[src/rtl/drl_pkg.sv]
// drl_pkg: shared types and constants of the duty ramp limiter
// no dependencies; imported by drl_step and duty_ramp_limiter
`timescale 1ns / 1ps
`default_nettype none

package drl_pkg;

  // command codes carried on the input tuser
  typedef enum logic [1:0] {
    CMD_SET_TARGET = 2'd0,
    CMD_SET_DUTY   = 2'd1,
    CMD_SET_SPEED  = 2'd2,
    CMD_TICK       = 2'd3
  } cmd_t;

  // configuration register indexes
  localparam logic [1:0] REG_RAMP_STEP = 2'd0;
  localparam logic [1:0] REG_SNAP_THR  = 2'd1;
  localparam logic [1:0] REG_MAX_SPEED = 2'd2;

  // register reset values
  localparam logic [14:0] RAMP_STEP_RST = 15'd1638;
  localparam logic [14:0] SNAP_THR_RST  = 15'd3277;
  localparam logic [20:0] MAX_SPEED_RST = 21'd1000000;

  // duty limits and deadbands
  localparam logic signed [21:0] DUTY_FULL_V    = 22'sd32767;
  localparam logic signed [21:0] DUTY_DEADBAND  = 22'sd655;
  localparam logic signed [21:0] SPEED_DEADBAND = 22'sd2;
  localparam logic signed [15:0] DUTY_FULL      = 16'sd32767;
  localparam logic signed [17:0] DUTY_FULL_W    = 18'sd32767;

  // configuration register set
  typedef struct packed {
    logic [14:0] ramp_step;
    logic [14:0] snap_thr;
    logic [20:0] max_speed;
  } drl_cfg_t;

  // controller state
  typedef struct packed {
    logic               mode;
    logic signed [15:0] target;
    logic signed [15:0] duty;
    logic signed [21:0] speed;
  } drl_state_t;

endpackage

`default_nettype wire

[src/rtl/drl_step.sv]
// drl_step: next-state and send logic for one command
// depends on drl_pkg
`timescale 1ns / 1ps
`default_nettype none

module drl_step
  import drl_pkg::*;
(
  input  wire cmd_t               cmd,
  input  wire logic signed [21:0] value,
  input  wire drl_cfg_t           cfg,
  input  wire drl_state_t         cur,
  output drl_state_t              nxt,
  output logic                    send
);

  logic signed [15:0] tgt_new;
  logic signed [21:0] spd_new;
  logic signed [22:0] lim;
  logic signed [22:0] v_ext;
  logic signed [15:0] duty_z;
  logic signed [16:0] diff;
  logic signed [16:0] thr;
  logic signed [17:0] stepped;
  logic signed [15:0] duty_ramp;

  // duty deadband and saturation
  always_comb begin
    if (value <= DUTY_DEADBAND && value >= -DUTY_DEADBAND) begin
      tgt_new = '0;
    end else if (value > DUTY_FULL_V) begin
      tgt_new = DUTY_FULL;
    end else if (value < -DUTY_FULL_V) begin
      tgt_new = -DUTY_FULL;
    end else begin
      tgt_new = value[15:0];
    end
  end

  // speed deadband then clamp
  assign lim   = $signed({2'b00, cfg.max_speed});
  assign v_ext = {value[21], value};
  always_comb begin
    if (value <= SPEED_DEADBAND && value >= -SPEED_DEADBAND) begin
      spd_new = '0;
    end else if (v_ext > lim) begin
      spd_new = lim[21:0];
    end else if (v_ext < -lim) begin
      spd_new = 22'(-lim);
    end else begin
      spd_new = value;
    end
  end

  // ramp toward target; a zero target drops the duty first
  assign duty_z = (cur.target == '0) ? '0 : cur.duty;
  assign diff   = 17'({cur.target[15], cur.target} - {duty_z[15], duty_z});
  assign thr    = $signed({2'b00, cfg.snap_thr});
  always_comb begin
    if (diff > 17'sd0) begin
      stepped = 18'({{2{duty_z[15]}}, duty_z} + $signed({3'b000, cfg.ramp_step}));
    end else begin
      stepped = 18'({{2{duty_z[15]}}, duty_z} - $signed({3'b000, cfg.ramp_step}));
    end
    if (diff <= thr && diff >= -thr) begin
      duty_ramp = cur.target;
    end else if (stepped > DUTY_FULL_W) begin
      duty_ramp = DUTY_FULL;
    end else if (stepped < -DUTY_FULL_W) begin
      duty_ramp = -DUTY_FULL;
    end else begin
      duty_ramp = stepped[15:0];
    end
  end

  // command decode
  always_comb begin
    nxt  = cur;
    send = 1'b0;
    case (cmd)
      CMD_SET_TARGET: begin
        nxt.mode   = 1'b0;
        nxt.target = tgt_new;
      end
      CMD_SET_DUTY: begin
        nxt.mode   = 1'b0;
        nxt.target = tgt_new;
        nxt.duty   = tgt_new;
        send       = 1'b1;
      end
      CMD_SET_SPEED: begin
        nxt.mode  = 1'b1;
        nxt.speed = spd_new;
        send      = 1'b1;
      end
      CMD_TICK: begin
        if (!cur.mode) begin
          nxt.duty = duty_ramp;
          send     = 1'b1;
        end
      end
      default: begin
        nxt = cur;
      end
    endcase
  end

endmodule

`default_nettype wire

[src/rtl/duty_ramp_limiter.sv]
// duty_ramp_limiter: motor command shaper with deadband and slew limiting
// depends on drl_pkg and drl_step
`timescale 1ns / 1ps
`default_nettype none

// Takes one command transaction per clock while the output side keeps out_tready
// high, and returns one result transaction for each. A command is captured in
// the input register, is decoded against the held controller state by the
// combinational step logic, and the new state and send flag that drive
// out_tdata are registered once the result slot is free. Duty is Q1.15
// saturated to +-32767, speed is in hundredths of RPM clamped to +-max_speed.
// Configuration registers are written through cfg_we / cfg_addr / cfg_wdata;
// write them only while no transaction is in flight.
module duty_ramp_limiter
  import drl_pkg::*;
(
  input  wire logic        clk,
  input  wire logic        rst_n,
  // configuration write port
  input  wire logic        cfg_we,
  input  wire logic [1:0]  cfg_addr,
  input  wire logic [20:0] cfg_wdata,
  // command stream
  input  wire logic        in_tvalid,
  output logic             in_tready,
  input  wire logic [23:0] in_tdata,  // [21:0] value
  input  wire logic [1:0]  in_tuser,  // [1:0] cmd
  // result stream
  output logic             out_tvalid,
  input  wire logic        out_tready,
  output logic [39:0]      out_tdata  // [0] send, [1] mode, [17:2] duty_out,
                                      // [39:18] speed_out
);

  drl_cfg_t           cfg_r;
  drl_state_t         state_r;
  drl_state_t         state_nxt;
  logic               in_valid_r;
  cmd_t               cmd_r;
  logic signed [21:0] value_r;
  logic               out_valid_r;
  logic               send_r;
  logic               send_nxt;
  logic               out_free;
  logic               fire;

  // configuration registers
  always_ff @(posedge clk) begin
    if (!rst_n) begin
      cfg_r.ramp_step <= RAMP_STEP_RST;
      cfg_r.snap_thr  <= SNAP_THR_RST;
      cfg_r.max_speed <= MAX_SPEED_RST;
    end else if (cfg_we) begin
      case (cfg_addr)
        REG_RAMP_STEP: cfg_r.ramp_step <= cfg_wdata[14:0];
        REG_SNAP_THR:  cfg_r.snap_thr  <= cfg_wdata[14:0];
        REG_MAX_SPEED: cfg_r.max_speed <= cfg_wdata;
        default: begin
          cfg_r <= cfg_r;
        end
      endcase
    end
  end

  // handshake: the input stage moves on when the result slot frees up
  assign out_free  = !out_valid_r || out_tready;
  assign fire      = in_valid_r && out_free;
  assign in_tready = !in_valid_r || out_free;

  // input register
  always_ff @(posedge clk) begin
    if (!rst_n) begin
      in_valid_r <= 1'b0;
    end else if (in_tready) begin
      in_valid_r <= in_tvalid;
    end
  end

  always_ff @(posedge clk) begin
    if (in_tready && in_tvalid) begin
      cmd_r   <= cmd_t'(in_tuser);
      value_r <= $signed(in_tdata[21:0]);
    end
  end

  // step logic
  drl_step u_step (
    .cmd   (cmd_r),
    .value (value_r),
    .cfg   (cfg_r),
    .cur   (state_r),
    .nxt   (state_nxt),
    .send  (send_nxt)
  );

  // controller state and result register
  always_ff @(posedge clk) begin
    if (!rst_n) begin
      state_r     <= '0;
      out_valid_r <= 1'b0;
    end else if (fire) begin
      state_r     <= state_nxt;
      out_valid_r <= 1'b1;
    end else if (out_tready) begin
      out_valid_r <= 1'b0;
    end
  end

  always_ff @(posedge clk) begin
    if (fire) begin
      send_r <= send_nxt;
    end
  end

  // result fields come from the state just written
  assign out_tvalid = out_valid_r;
  assign out_tdata  = {state_r.speed, state_r.duty, state_r.mode, send_r};

`ifndef SYNTH
  // a staged command always produces a result when the slot is empty
  a_stage_to_out: assert property (@(posedge clk) disable iff (!rst_n)
    in_valid_r && !out_valid_r |=> out_valid_r)
    else $error("staged command did not reach the result register");

  // duty never reaches the negative full-scale code
  a_duty_range: assert property (@(posedge clk) disable iff (!rst_n)
    state_r.duty != 16'sh8000 && state_r.target != 16'sh8000)
    else $error("duty outside +-32767");

  // state moves only when a command is processed
  a_state_hold: assert property (@(posedge clk) disable iff (!rst_n)
    !fire |=> $stable(state_r))
    else $error("state changed without a command");

  // a tick in velocity mode sends nothing and leaves duty alone
  a_vel_tick: assert property (@(posedge clk) disable iff (!rst_n)
    fire && cmd_r == CMD_TICK && state_r.mode |=> !send_r && $stable(state_r.duty))
    else $error("tick acted in velocity mode");
`endif

endmodule

`default_nettype wire

[config.mk]
export PLATFORM = sky130hd
export DESIGN_NAME = duty_ramp_limiter
export DESIGN_NICKNAME = d
export VERILOG_FILES = /design/src/rtl/drl_pkg.sv /design/src/rtl/drl_step.sv /design/src/rtl/duty_ramp_limiter.sv
export SDC_FILE = /design/constraint.sdc
export NUM_CORES = 1
export LEC_CHECK = 0
export ABC_CLOCK_PERIOD_IN_PS = 17800
export BUFFER_PORTS_ARGS = -buffer_cell sky130_fd_sc_hd__buf_2
export CAP_MARGIN = 0
export CORE_UTILIZATION = 37
export CTS_CLUSTER_SIZE = 8
export DETAILED_ROUTE_END_ITERATION = 7
export PLACE_DENSITY = 0.52
export SLEW_MARGIN = 20
export SYNTH_ARGS = -nofsm -noshare
export SYNTH_HDL_FRONTEND = slang
export SYNTH_HIERARCHICAL = 1
export SYNTH_SLANG_ARGS = --single-unit
[constraint.sdc]
create_clock -name clk -period 17.8 [get_ports clk]
set_input_delay 5.34 -clock clk [delete_from_list [all_inputs] [get_ports clk]]
set_output_delay 5.34 -clock clk [all_outputs]
set_load 0.02 [all_outputs]
==> Yosys cells after proc, flatten, opt, wreduce, memory -nomap -nowiden <==
Cells that the tools add are included.
{ "op_classes": {"muxes": 18, "reduce_logical": 24, "eq_ne": 6, "n_lt_le_gt_ge": 13, "add_sub_neg": 5} }
{ "op_table": {"columns": ["operator", "count"], "rows": [
  ["$mux 16", 8],
  ["$mux 22", 3],
  ["$sub 16x16->17", 2],
  ["$pmux 16 s2", 1],
  ["$lt 22x23->1", 1],
  ["$neg 21->23", 1],
  ["$ge 22x11->1 const B", 1],
  ["$ge 22x2->1 const B", 1],
  ["$gt 22x16->1 const B", 1],
  ["$gt 22x22->1", 1],
  ["$le 22x11->1 const B", 1],
  ["$le 22x3->1 const B", 1],
  ["$lt 22x16->1 const B", 1],
  ["$gt 18x16->1 const B", 1],
  ["$lt 18x16->1 const B", 1],
  ["$mux 18", 1],
  ["$add 16x16->17", 1],
  ["$ge 17x17->1", 1],
  ["$gt 17x1->1 const B", 1],
  ["$le 17x16->1", 1],
  ["$neg 15->17", 1],
  ["$logic_not 16->1", 1],
  ["$reduce_and 2->1", 6],
  ["$eq 2x2->1 const B", 3],
  ["other kinds (11)", 25]
]} }
{ "word_totals": {"wordCells": 78, "regBits": 133} }

==> Depth between registers and ports, before layout <==
{ "logic_depth": {"word_depth": 11, "depth_mapped": 31} }

==> Modules after synthesis <==
Netlist, hierarchy kept.
{ "modules_own_cells": {"columns": ["module", "seq_area_each_um2", "cells_each", "n_inst", "area_per_inst_um2"], "rows": [
  ["drl_step", 0.0, 915, 1, 6168.4],
  ["duty_ramp_limiter", 2912.8, 525, 1, 5171.2]
]} }

==> Worst setup path after synthesis <==
Ideal clock, no wire load.
{ "synth_timing": {"kind": "input -> output", "startpoint": "input port out_tready", "endpoint": "output port in_tready", "arrival_time_ns": 5.643, "cell_stages": 2, "t_required_ns": 12.460, "slack_ns": 6.817, "path_cell_list": "nor2b_2 -> nand2_1"} }
{ "synth_via": {"elab_chain_cells": 2} }
{ "synth_lines": {"columns": ["element", "line_no", "text"], "rows": [
  ["start: declaration", "duty_ramp_limiter.sv:30", "input wire logic out_tready,"],
  ["$logic_or 1x1->1", "duty_ramp_limiter.sv:66", "assign out_free = !out_valid_r || out_tready;"],
  ["$logic_or 1x1->1", "duty_ramp_limiter.sv:68", "assign in_tready = !in_valid_r || out_free;"],
  ["end: declaration", "duty_ramp_limiter.sv:25", "output logic in_tready,"]
]} }
Every way passes these cells.

==> Worst setup path after layout <==
Same ends and word-level chain as after synthesis.

==> impl_metrics.toml <==
[setup_path]
rr_worst_depth = 26
critPathTopFamily = "simple AND/OR/NAND/NOR gates"
required_ns = 12.46
cpMostUsedCell = "buf_2"
crit_chain = "buf_2, nor2b_2, nand2_1, buf_2"
cp_num_cells = 4
cp_max_fo = 4
timing.rr.start = "state_r[41]"
critPathLaunchType = "primary input"
cp_slowest_cell = "nor2b_2"
end_kind = "primary output"
critPathBufInv = 2
crit_type = "primary input to primary output"
cp.arrival_ns = 5.99
timing.rr.end = "out_tdata[5]"
r2r_slack_ns = 8.95
cpPeakStageDelay_ns = 0.26

[yosys]
synthDistinctLibCells = 77
seq_area_frac_synth_pct = 25.7
muxShareOfSynthArea_pct = 6.01
yosysMostFrequentCell = "nand2_1"
synthAdderAreaFrac_pct = 13.2
synth_top_family_by_area = "simple AND/OR/NAND/NOR gates"
synth_top_cell_area_share_pct = 19.1
syn_area_um2 = 11300
synth-simple-area-share_pct = 22.0
yosys_warnings = 6
ys_top_cells_by_area = "dfxtp_1 (19%), ha_1 (13%), nand2_1 (8.0%), edfxtp_1 (6.6%), mux2i_1 (5.9%)"
syn_inst = 1440
yosys.area.top_type = "dfxtp_1"
async_reset_ff_share_pct = 0
synth.avg_cell_area_um2 = 7.87
synth_ff_type = "dfxtp_1"
synth-xor-area-share_pct = 5.10
synth_compound_area_share_pct = 19.5
syn-num-nets = 1612
synth_common_cells = "nand2_1 (242), ha_1 (116), dfxtp_1 (108)"
ys_ff_latch = 133
synth_edf_count = 25

[drt]
drt.antenna.violating_nets = 0
via_per_inst = 5.57
drc_errors = 0
drtIter0Drc = 918
vias = 10400
wl_um = 35200
routedWlPerCell_um = 18.9
drt_pass1_iterations = 7

[floorplan]
fp.dieH_um = 177
ios = 96
initial_utilization_pct = 38.0
core_area_um2 = 29900
core.rowCount = 63
die_w_um = 177
dieArea_um2 = 31400

[global_route]
antenna_found_initial = 0
overflow = 0
grt.total_usage_pct = 23.0
grt_max_degree = 92
grt_pass1_wl_um = 55300
grt_pass1_vias = 9658

[placement]
dpl_cell_area_um2 = 11700
gp_congestion = 0.886
dpl.hpwl_um = 27300
port-buffer-count = 93
place_ws_ns = 6.42
dp_cells = 1827

[clocking]
htreeDepth = 4
post-cts-setup-buffer-count = 0
clk_pin_slew_ns = 0.06
clock_latency_ns = 0.43
hold_buffers = 0
cts_tree = "done"
clock_sinks = 133
clockBufferDepth = 2
cts_resized = 0
clockRootBuffer = "clkbuf_16"
numCtsBuffers = 17

[hold_path]
min_to = "out_tdata[22]"
hold_path.startpoint = "out_tdata[22]"
hold_path.class = "flop to flop"
min_path_cells = 2

[final_layout]
num-nets-final = 1629
n_antenna_cell = 0
postLayoutCellArea_um2 = 12400
instances_no_fill = 1860
areaGrowthSynthToFinish_pct = 8.93
final_layout_size_suffix_gt1_share_pct = 11.0

[outcome]
outcome = "completed"

[timing]
final-setup-viol-count = 0
fmax_mhz = 88.2
finalHoldViolCount = 0
skew_ns = 0.00836
rsz0062_at_grt = "no"
tightest_slew_ns = 1.03
fin_crit_ns = 11.33
setup_ws_ns = 6.47
tns_ns = 0
finalCritPeriodShare_pct = 63.7
relSlewSlack_pct = 31.3
finalMaxSlewViolations = 0

[power]
power_mw = 1.29
p_leak_nw = 5.49
p_per_area_nw_per_um2 = 105
max-vdd-ir-drop_mv = 0.0686

[flow_run]
cap_violations = 0
-- layer usage --
metal | vias up | wire, um | share of wire [%] | GRT usage, %
met5 | - | 0 | 0 | 0
met4 | 0 | 635 | 1.8 | 6.43
met2 | 301 | 15700 | 45 | 36.4
met1 | 4826 | 17200 | 49 | 32.0
li1 | 5194 | - | - | -
met3 | 41 | 1700 | 4.8 | 3.52
-- flip-flops by register name, summed over array words and instances, names as in the netlist --
name        count
state_r        16
value_r        22
send_r          1
cmd_r           2
cfg_r          51
out_tdata      39
in_valid_r      1
out_tvalid      1
-- worst min-delay path, delay by kind of cell (launching register included) --
family,cells,cell delay [ns]
flip-flops,1,0.32
AND/OR/NAND/NOR,1,0.06
multiplexers,1,0.05
-- kinds of logic (layout without fill, tap and decap cells) --
kind of cell | Yosys count | count (layout)
and+or+nand+nor | 532 | 532
AOI/OAI and AO/OA | 327 | 327
buffers and inverters | 196 | 226
DFF | 133 | 133
adders and majority gates | 118 | 118
muxes | 68 | 68
xor gates and xnor gates | 66 | 66
-- cell type report --
class                           count  area, um^2
Clock inverter                     11         111
Multi-Input combinational cell   1111        7470
Clock buffer                       21         492
Sequential cell                   133        2910
Fill cell                        3080       17500
Tap cell                          390         488
Timing Repair Buffer               99         520
Inverter                           95         357
-- stage by stage --
stage | hold WS [ns] | util [%]
after floorplan | 0.441 | -
after global placement | 0.457 | 39.3
after detailed placement | 0.465 | 39.3
after CTS | 0.476 | 41.3
after global routing | 0.499 | 41.3
final | 0.474 | 41.3
-- power by group --
group,total [mW],switching [mW],internal [mW]
combinational,0.584,0.363,0.221
clock,0.360,0.145,0.214
sequential,0.351,0.0277,0.323
total,1.29,0.536,0.758
-- how the worst max path moves through the flow --
| stage | start | to |
|---|---|---|
| finish | out_tready | in_tready |
| global route | out_tready | in_tready |
| CTS | out_tready | in_tready |
| detailed placement | out_tready | in_tready |
| global placement | out_tready | in_tready |
| floorplan | out_tready | in_tready |
-- cells in the final DEF, fill, tap and decap left out, types with 11 or more instances in the layout --
master / Yosys / layout
nand2_1: 242 / 242
ha_1: 116 / 116
dfxtp_1: 108 / 108
inv_1: 95 / 95
buf_2: 13 / 92
o21ai_0: 81 / 80
nand3_1: 73 / 73
mux2i_1: 67 / 67
nor2_1: 66 / 66
a21oi_1: 65 / 64
xnor2_1: 43 / 43
a21o_1: 31 / 31
nand4_1: 26 / 26
edfxtp_1: 25 / 25
nor3_1: 24 / 24
nor4_1: 24 / 24
xor2_1: 23 / 23
o21a_1: 19 / 19
clkbuf_16: 0 / 18
o211ai_1: 17 / 17
a22oi_1: 16 / 16
o221ai_1: 14 / 14
a222oi_1: 11 / 11
o31ai_1: 11 / 11
(Power assumes the default switching activity.)
